`src/hdl/ikws_pkg.sv`:
```
package ikws_pkg;

	localparam int KW_COUNT     = 37;
	localparam int KW_MAX_LEN   = 10;
	localparam int KW_IDX_W     = 4;
	localparam int KIND_W       = 6;
	localparam int POS_W        = 24;
	localparam int COL_W        = 16;
	localparam int LINE_W       = 20;
	localparam int LEN_BITS_DEF = 16;

	localparam logic [KIND_W-1:0] KIND_IDENT = '0;

	typedef logic [KW_COUNT-1:0]   cand_t;
	typedef logic [KIND_W-1:0]     kind_t;
	typedef logic [POS_W-1:0]      pos_t;
	typedef logic [COL_W-1:0]      col_t;
	typedef logic [LINE_W-1:0]     line_t;
	typedef logic [8*KW_MAX_LEN-1:0] kw_text_t;

	typedef struct packed {
		kind_t kind;
		line_t tok_line;
		col_t  tok_column;
		col_t  end_column;
		pos_t  start_pos;
		pos_t  end_pos;
		logic  too_long;
	} token_t;

	localparam kw_text_t KW_TEXT [KW_COUNT] = '{
		"if", "elif", "else", "match", "for", "while", "forever", "break",
		"continue", "mut", "def", "return", "true", "false", "_", "class",
		"public", "private", "protected", "abstract", "extends", "implements",
		"interface", "new", "self", "super", "instanceof", "try", "catch",
		"finally", "throw", "enum", "or", "propagate", "err", "None", "in"
	};

	localparam logic [KW_IDX_W-1:0] KW_LEN [KW_COUNT] = '{
		4'd2, 4'd4, 4'd4, 4'd5, 4'd3, 4'd5, 4'd7, 4'd5, 4'd8, 4'd3, 4'd3,
		4'd6, 4'd4, 4'd5, 4'd1, 4'd5, 4'd6, 4'd7, 4'd9, 4'd8, 4'd7, 4'd10,
		4'd9, 4'd3, 4'd4, 4'd5, 4'd10, 4'd3, 4'd5, 4'd7, 4'd5, 4'd4, 4'd2,
		4'd9, 4'd3, 4'd4, 4'd2
	};

	// Character idx of keyword k; string literals are right-aligned in KW_TEXT.
	function automatic logic [7:0] kw_byte(input int k, input logic [KW_IDX_W-1:0] idx);
		logic [KW_IDX_W-1:0] p;
		logic [7:0]          b;
		p = KW_LEN[k] - idx - KW_IDX_W'(1);
		b = 8'h00;
		if (idx < KW_LEN[k]) begin
			b = KW_TEXT[k][{p, 3'b000} +: 8];
		end
		return b;
	endfunction

	function automatic logic is_start_char(input logic [7:0] c);
		return (c >= "a" && c <= "z") || (c >= "A" && c <= "Z") || c == "_";
	endfunction

	function automatic logic is_body_char(input logic [7:0] c);
		return is_start_char(c) || (c >= "0" && c <= "9");
	endfunction

endpackage

```
`src/hdl/ikws_kw_match.sv`:
```
module ikws_kw_match #(
	parameter int LEN_BITS = ikws_pkg::LEN_BITS_DEF
) (
	input  ikws_pkg::cand_t      cand,
	input  logic [LEN_BITS-1:0]  len,
	input  logic [7:0]           ch,
	input  logic                 overflow,
	output ikws_pkg::cand_t      cand_next,
	output ikws_pkg::kind_t      kind
);
	import ikws_pkg::*;

	always_comb begin
		for (int k = 0; k < KW_COUNT; k++) begin
			cand_next[k] = cand[k] && (len < LEN_BITS'(KW_LEN[k])) &&
				(kw_byte(k, len[KW_IDX_W-1:0]) == ch);
		end
	end

	always_comb begin
		kind = KIND_IDENT;
		for (int k = KW_COUNT - 1; k >= 0; k--) begin
			if (cand[k] && len == LEN_BITS'(KW_LEN[k])) begin
				kind = KIND_W'(k + 1);
			end
		end
		if (overflow) begin
			kind = KIND_IDENT;
		end
	end

endmodule

```
`src/hdl/ikws_scan.sv`:
```
module ikws_scan #(
	parameter int LEN_BITS = ikws_pkg::LEN_BITS_DEF
) (
	input  logic              clk,
	input  logic              arst_n,
	input  logic              go,
	input  logic [7:0]        ch,
	input  logic              is_end,
	input  ikws_pkg::pos_t    char_pos,
	input  ikws_pkg::col_t    char_column,
	input  ikws_pkg::line_t   char_line,
	output logic              emit,
	output ikws_pkg::token_t  tok
);
	import ikws_pkg::*;

	localparam int SUM_W = ((LEN_BITS > POS_W) ? LEN_BITS : POS_W) + 1;
	localparam logic [LEN_BITS-1:0] LEN_MAX = '1;
	localparam col_t COL_MAX = '1;
	localparam pos_t POS_MAX = '1;

	logic                in_ident_q;
	cand_t               cand_q;
	logic [LEN_BITS-1:0] len_q;
	logic                ovf_q;
	pos_t                first_pos_q;
	col_t                first_column_q;
	line_t               first_line_q;

	logic                body;
	logic                start;
	cand_t               cand_in;
	logic [LEN_BITS-1:0] len_in;
	logic                ovf_in;
	cand_t               cand_next;
	logic [LEN_BITS-1:0] len_next;
	logic                ovf_next;
	kind_t               kind;
	logic [SUM_W-1:0]    ec_sum;
	logic [SUM_W-1:0]    ep_sum;

	assign body  = !is_end && is_body_char(ch);
	assign start = !is_end && is_start_char(ch);
	assign emit  = in_ident_q && !body;

	assign cand_in = in_ident_q ? cand_q : '1;
	assign len_in  = in_ident_q ? len_q : '0;
	assign ovf_in  = in_ident_q && ovf_q;

	ikws_kw_match #(.LEN_BITS(LEN_BITS)) u_step (
		.cand      (cand_in),
		.len       (len_in),
		.ch        (ch),
		.overflow  (ovf_in),
		.cand_next (cand_next),
		.kind      ()
	);

	ikws_kw_match #(.LEN_BITS(LEN_BITS)) u_close (
		.cand      (cand_q),
		.len       (len_q),
		.ch        (ch),
		.overflow  (ovf_q),
		.cand_next (),
		.kind      (kind)
	);

	assign ovf_next = ovf_in || (len_in == LEN_MAX);
	assign len_next = (len_in == LEN_MAX) ? len_in : len_in + LEN_BITS'(1);

	always_ff @(posedge clk or negedge arst_n) begin
		if (!arst_n) begin
			in_ident_q <= 1'b0;
			cand_q     <= '1;
			len_q      <= '0;
			ovf_q      <= 1'b0;
		end else if (go) begin
			if (emit) begin
				in_ident_q <= 1'b0;
				cand_q     <= '1;
				len_q      <= '0;
				ovf_q      <= 1'b0;
			end else if (in_ident_q || start) begin
				in_ident_q <= 1'b1;
				cand_q     <= cand_next;
				len_q      <= len_next;
				ovf_q      <= ovf_next;
			end
		end
	end

	always_ff @(posedge clk) begin
		if (go && !in_ident_q && start) begin
			first_pos_q    <= char_pos;
			first_column_q <= char_column;
			first_line_q   <= char_line;
		end
	end

	assign ec_sum = SUM_W'(first_column_q) + SUM_W'(len_q);
	assign ep_sum = SUM_W'(first_pos_q) + SUM_W'(len_q);

	always_comb begin
		tok.kind         = kind;
		tok.tok_line     = first_line_q;
		tok.tok_column   = first_column_q;
		tok.end_column   = (ec_sum > SUM_W'(COL_MAX)) ? COL_MAX : ec_sum[COL_W-1:0];
		tok.start_pos    = first_pos_q;
		tok.end_pos      = (ep_sum > SUM_W'(POS_MAX)) ? POS_MAX : ep_sum[POS_W-1:0];
		tok.too_long     = ovf_q;
	end

	a_idle_clear: assert property (@(posedge clk) disable iff (!arst_n)
		!in_ident_q |-> (cand_q == '1 && len_q == '0 && !ovf_q))
		else $error("Idle scanner state is not cleared.");

	a_ovf_len: assert property (@(posedge clk) disable iff (!arst_n)
		ovf_q |-> len_q == LEN_MAX)
		else $error("Length overflow flag set below the saturation count.");

	a_len_nonzero: assert property (@(posedge clk) disable iff (!arst_n)
		in_ident_q |-> len_q != '0)
		else $error("Open identifier has zero length.");

endmodule

```
`src/hdl/identifier_keyword_scanner_core.sv`:
```
// Scans a source byte stream for identifiers and keywords at one byte per clock. Each transfer
// carries a byte with its offset, column and line; an identifier opens on a letter or underscore
// while idle, runs over letters, digits and underscores, and is closed by any other byte or by an
// end-of-input transfer, which then produces one token: kind 0 for a plain identifier or 1 to 37
// for a keyword, with its line, start and end column and offset. The closing byte never opens a
// new identifier. Bytes pass an input register and the state update into a result register
// that holds the token; the only throttle is a stalled result register, which holds back only
// a byte that would close an identifier.
module identifier_keyword_scanner_core #(
	parameter int LEN_BITS = ikws_pkg::LEN_BITS_DEF
) (
	input  logic              clk,
	input  logic              arst_n,
	input  logic              in_valid,
	output logic              in_stall,
	input  logic [7:0]        ch,
	input  logic              is_end,
	input  ikws_pkg::pos_t    char_pos,
	input  ikws_pkg::col_t    char_column,
	input  ikws_pkg::line_t   char_line,
	output logic              out_valid,
	input  logic              out_stall,
	output ikws_pkg::kind_t   kind,
	output ikws_pkg::line_t   tok_line,
	output ikws_pkg::col_t    tok_column,
	output ikws_pkg::col_t    end_column,
	output ikws_pkg::pos_t    start_pos,
	output ikws_pkg::pos_t    end_pos,
	output logic              too_long
);
	import ikws_pkg::*;

	logic       valid_s1;
	logic [7:0] ch_s1;
	logic       is_end_s1;
	pos_t       char_pos_s1;
	col_t       char_column_s1;
	line_t      char_line_s1;

	logic       out_valid_q;
	token_t     tok_q;

	logic       emit;
	token_t     tok;
	logic       out_blocked;
	logic       go;

	assign out_blocked = out_valid_q && out_stall;
	assign go          = valid_s1 && !(emit && out_blocked);
	assign in_stall    = valid_s1 && !go;

	always_ff @(posedge clk or negedge arst_n) begin
		if (!arst_n) begin
			valid_s1 <= 1'b0;
		end else if (!in_stall) begin
			valid_s1 <= in_valid;
		end
	end

	always_ff @(posedge clk) begin
		if (in_valid && !in_stall) begin
			ch_s1          <= ch;
			is_end_s1      <= is_end;
			char_pos_s1    <= char_pos;
			char_column_s1 <= char_column;
			char_line_s1   <= char_line;
		end
	end

	ikws_scan #(.LEN_BITS(LEN_BITS)) u_scan (
		.clk         (clk),
		.arst_n      (arst_n),
		.go          (go),
		.ch          (ch_s1),
		.is_end      (is_end_s1),
		.char_pos    (char_pos_s1),
		.char_column (char_column_s1),
		.char_line   (char_line_s1),
		.emit        (emit),
		.tok         (tok)
	);

	always_ff @(posedge clk or negedge arst_n) begin
		if (!arst_n) begin
			out_valid_q <= 1'b0;
		end else if (go && emit) begin
			out_valid_q <= 1'b1;
		end else if (!out_stall) begin
			out_valid_q <= 1'b0;
		end
	end

	always_ff @(posedge clk) begin
		if (go && emit) begin
			tok_q <= tok;
		end
	end

	assign out_valid    = out_valid_q;
	assign kind         = tok_q.kind;
	assign tok_line     = tok_q.tok_line;
	assign tok_column   = tok_q.tok_column;
	assign end_column   = tok_q.end_column;
	assign start_pos    = tok_q.start_pos;
	assign end_pos      = tok_q.end_pos;
	assign too_long     = tok_q.too_long;

	a_stall_held: assert property (@(posedge clk) disable iff (!arst_n)
		in_stall |-> valid_s1 && out_valid_q)
		else $error("Input stalled without a held byte and a pending token.");

	a_kind_range: assert property (@(posedge clk) disable iff (!arst_n)
		out_valid_q |-> tok_q.kind <= KIND_W'(KW_COUNT))
		else $error("Token kind out of range.");

	a_long_ident: assert property (@(posedge clk) disable iff (!arst_n)
		(out_valid_q && tok_q.too_long) |-> tok_q.kind == KIND_IDENT)
		else $error("Saturated token reported as a keyword.");

endmodule

```
`config.mk`:
```
export PLATFORM = sky130hd
export DESIGN_NAME = identifier_keyword_scanner_core
export DESIGN_NICKNAME = d
export VERILOG_FILES = /design/src/hdl/ikws_pkg.sv /design/src/hdl/ikws_kw_match.sv /design/src/hdl/ikws_scan.sv /design/src/hdl/identifier_keyword_scanner_core.sv
export SDC_FILE = /design/constraint.sdc
export NUM_CORES = 1
export LEC_CHECK = 0
export BUFFER_PORTS_ARGS = -buffer_cell sky130_fd_sc_hd__buf_2
export CORE_ASPECT_RATIO = 1.4
export CORE_UTILIZATION = 45
export CTS_CLUSTER_DIAMETER = 80
export DETAILED_ROUTE_END_ITERATION = 7
export GPL_TIMING_DRIVEN = 0
export PLACE_DENSITY = 0.73
export SLEW_MARGIN = 15
export SYNTH_ARGS = -nofsm -noshare
export SYNTH_HDL_FRONTEND = slang
export SYNTH_HIERARCHICAL = 1
export SYNTH_SLANG_ARGS = --single-unit
```
`constraint.sdc`:
```
create_clock -name clk -period 6.8 [get_ports clk]
set_input_delay 1.36 -clock clk [delete_from_list [all_inputs] [get_ports clk]]
set_output_delay 1.36 -clock clk [all_outputs]
set_load 0.03 [all_outputs]
```
==> results.py <==
metrics = {
    "layout": {
        "final_layout_size_suffix_gt1_frac": 0.167,
        "area_growth_pct": 14.9,
        "finalCoreUtilization": 0.523,
        "nNetsFinal": 2127,
        "fillers": 3444,
    },
    "die": {
        "pin_count": 182,
        "die_h_um": 235,
        "dieWidth_um": 168,
        "coreArea_sq_um": 38400,
        "dieArea_sq_um": 39600,
        "row_count": 85,
        "start_util": 0.455,
    },
    "clocking": {
        "cts_buffer_depth": 3,
        "cts_setup_buffers": 0,
        "h-tree-depth": 1,
        "clkSinkCount": 293,
        "cts.hold.buffers_added": 0,
        "numCtsBuffers": 27,
        "cts_resized": 0,
        "cts_tree": "built",
        "cts.clk_slew.worst_paths_ns": 0.07,
        "clock_latency_ns": 0.57,
        "cts-root-buf": "clkbuf_16",
    },
    "critical_path": {
        "path_cells": "clkbuf_1 -> clkbuf_1 -> nand2_1 -> inv_1 -> buf_2 -> clkinv_1 -> ha_1 -> clkbuf_1 -> nand2b_1 -> a21oi_1 -> xnor2_1 -> nand4_1 -> nor4_1 -> o21ai_0 -> nand2_1",
        "critPathKind": "flop to flop",
        "path_delay_family": "buffers and inverters",
        "worst_setup_path_end_kind": "flop",
        "critPathLaunchType": "flop",
        "path_buf_inv": 6,
        "crit_path_max_fanout": 11,
        "arrival_ns": 6.42,
        "cp_data_required_time_ns": 7.30,
        "reg2reg_setup_slack_ns": 0.89,
        "crit_top_cell": "clkbuf_1",
        "critPathMaxStageDelay_ns": 0.69,
        "cp_slowest_cell": "clkbuf_1",
    },
    "grt": {
        "grt_max_degree": 58,
        "grt_util_all_layers": 0.293,
        "grt_pass1_wl_mm": 87.1,
        "gr-max-usage-layer": "met2",
        "grt_util_met1": 0.323,
        "antenna_found_initial": 4,
        "grt_pass1_vias": 14500,
        "overflow": 0,
        "grt_util_met2": 0.523,
        "use_met3": 0.0355,
    },
    "drt": {
        "drtPass1Iterations": 5,
        "drt-wirelength-per-cell_um": 23.2,
        "drt-vias-per-instance": 5.85,
        "drt_iter0_drc": 1200,
        "wirelength_mm": 58.6,
        "num_vias": 14800,
        "drc": 0,
        "ant_nets": 0,
    },
    "sta": {
        "tightest_slew_ns": 1.13,
        "hold_viol": 0,
        "timing.hold.ws_ns": 0.415,
        "setup_violations": 0,
        "maxSlewHeadroom": 0.245,
        "rsz0062_at_grt": "false",
        "post-route-period-util": 0.870,
        "drv_slew": 0,
        "max_freq_mhz": 169,
        "fin_crit_ns": 5.91,
        "fin_ws_ns": 0.885,
        "skew_ns": 0.00789,
        "setup_tns_ns": 0,
    },
    "synthesis": {
        "syn_avg_cell_area_sq_um": 9.89,
        "syn-instance-count": 1765,
        "synth_area_sq_um": 17500,
        "yosys_warnings": 6,
        "synth_nets": 1908,
    },
    "placed_design": {
        "place_ws_ns": 1.20,
        "port-buffer-count": 181,
        "gp_congestion": 1.05,
        "hpwl_mm": 44.9,
    },
    "worst_hold_path": {
        "hp-class": "flop to flop",
    },
    "power_and_ir_drop": {
        "leakage_nw": 7.83,
        "power_mw": 6.14,
        "pwr_density_cell_nw_per_um2": 306,
        "ir_drop_mv": 0.182,
    },
    "run_status": {
        "status": "completed",
    },
    "flow_run": {
        "maxCapViolations": 0,
    },
}
power by group:
part           switching (mW)  total [mW]  internal [mW]
clock                   0.658        1.43          0.774
combinational            1.51        2.26          0.745
sequential              0.195        2.45           2.26
total                    2.37        6.14           3.78
sequential cells by signal (all words and copies together), names as in the netlist, 20 cells and up:
register and flops:
u_scan/cand_q 37, start_pos 24, u_scan/first_pos_q 24, end_pos 24
u_scan/first_line_q 20, char_pos_s1 24, tok_line 20, char_line_s1 20
final cells by class:
class | count | area [sq um] | share of cell area
tap | 522 | 653 | 0.0325
clock inverter | 18 | 140 | 0.00698
buffer | 127 | 593 | 0.0295
clock buffer | 31 | 691 | 0.0344
sequential | 293 | 8560 | 0.426
multi-input combinational | 1301 | 8170 | 0.407
timing repair buffer | 190 | 1090 | 0.0545
inverter | 44 | 165 | 0.00823
antenna | 3 | 7.51 | 0.000374
final timing paths:
check / cells after the start / from / end
max in group asynchronous: 1 / arst_n / valid_s1
min in group asynchronous: 1 / arst_n / u_scan/len_q[10]
max: 15 / u_scan/in_ident_q / u_scan/cand_q[29]
min: 0 / char_line_s1[16] / u_scan/first_line_q[16]
max reg2reg: 15 / u_scan/in_ident_q / u_scan/cand_q[29]
min reg2reg: 0 / char_line_s1[16] / u_scan/first_line_q[16]
per-layer routing:
metal,vias to the layer above,wire [um]
li1,6873,-
met1,7079,21700
met2,639,29800
met3,211,3010
met4,2,4030
met5,-,13
per-stage QoR:
step,cell area (sq um),std cells
4_1_cts,20100,2525
2_1_floorplan,17500,1765
3_3_place_gp,19000,2468
6_report,20100,2529
5_1_grt,20100,2527
3_5_place_dp,19200,2476
layout by cell type (no fill, tap or decap), drive strengths merged, types with 13 or more instances in the layout:
master,instances
a21oi,82
a22oi,13
a31oi,34
and2,33
and3,30
buf,241
clkbuf,107
clkinv,13
dfrtp,20
dfstp,37
edfxtp,236
ha,68
inv,44
mux2i,13
nand2,231
nand2b,67
nand3,71
nand4,17
nor2,103
nor2b,18
nor3,42
nor4,21
o21a,13
o21ai,148
xnor2,75
xor2,31
Note: power is estimated with default switching activity, not from simulation.
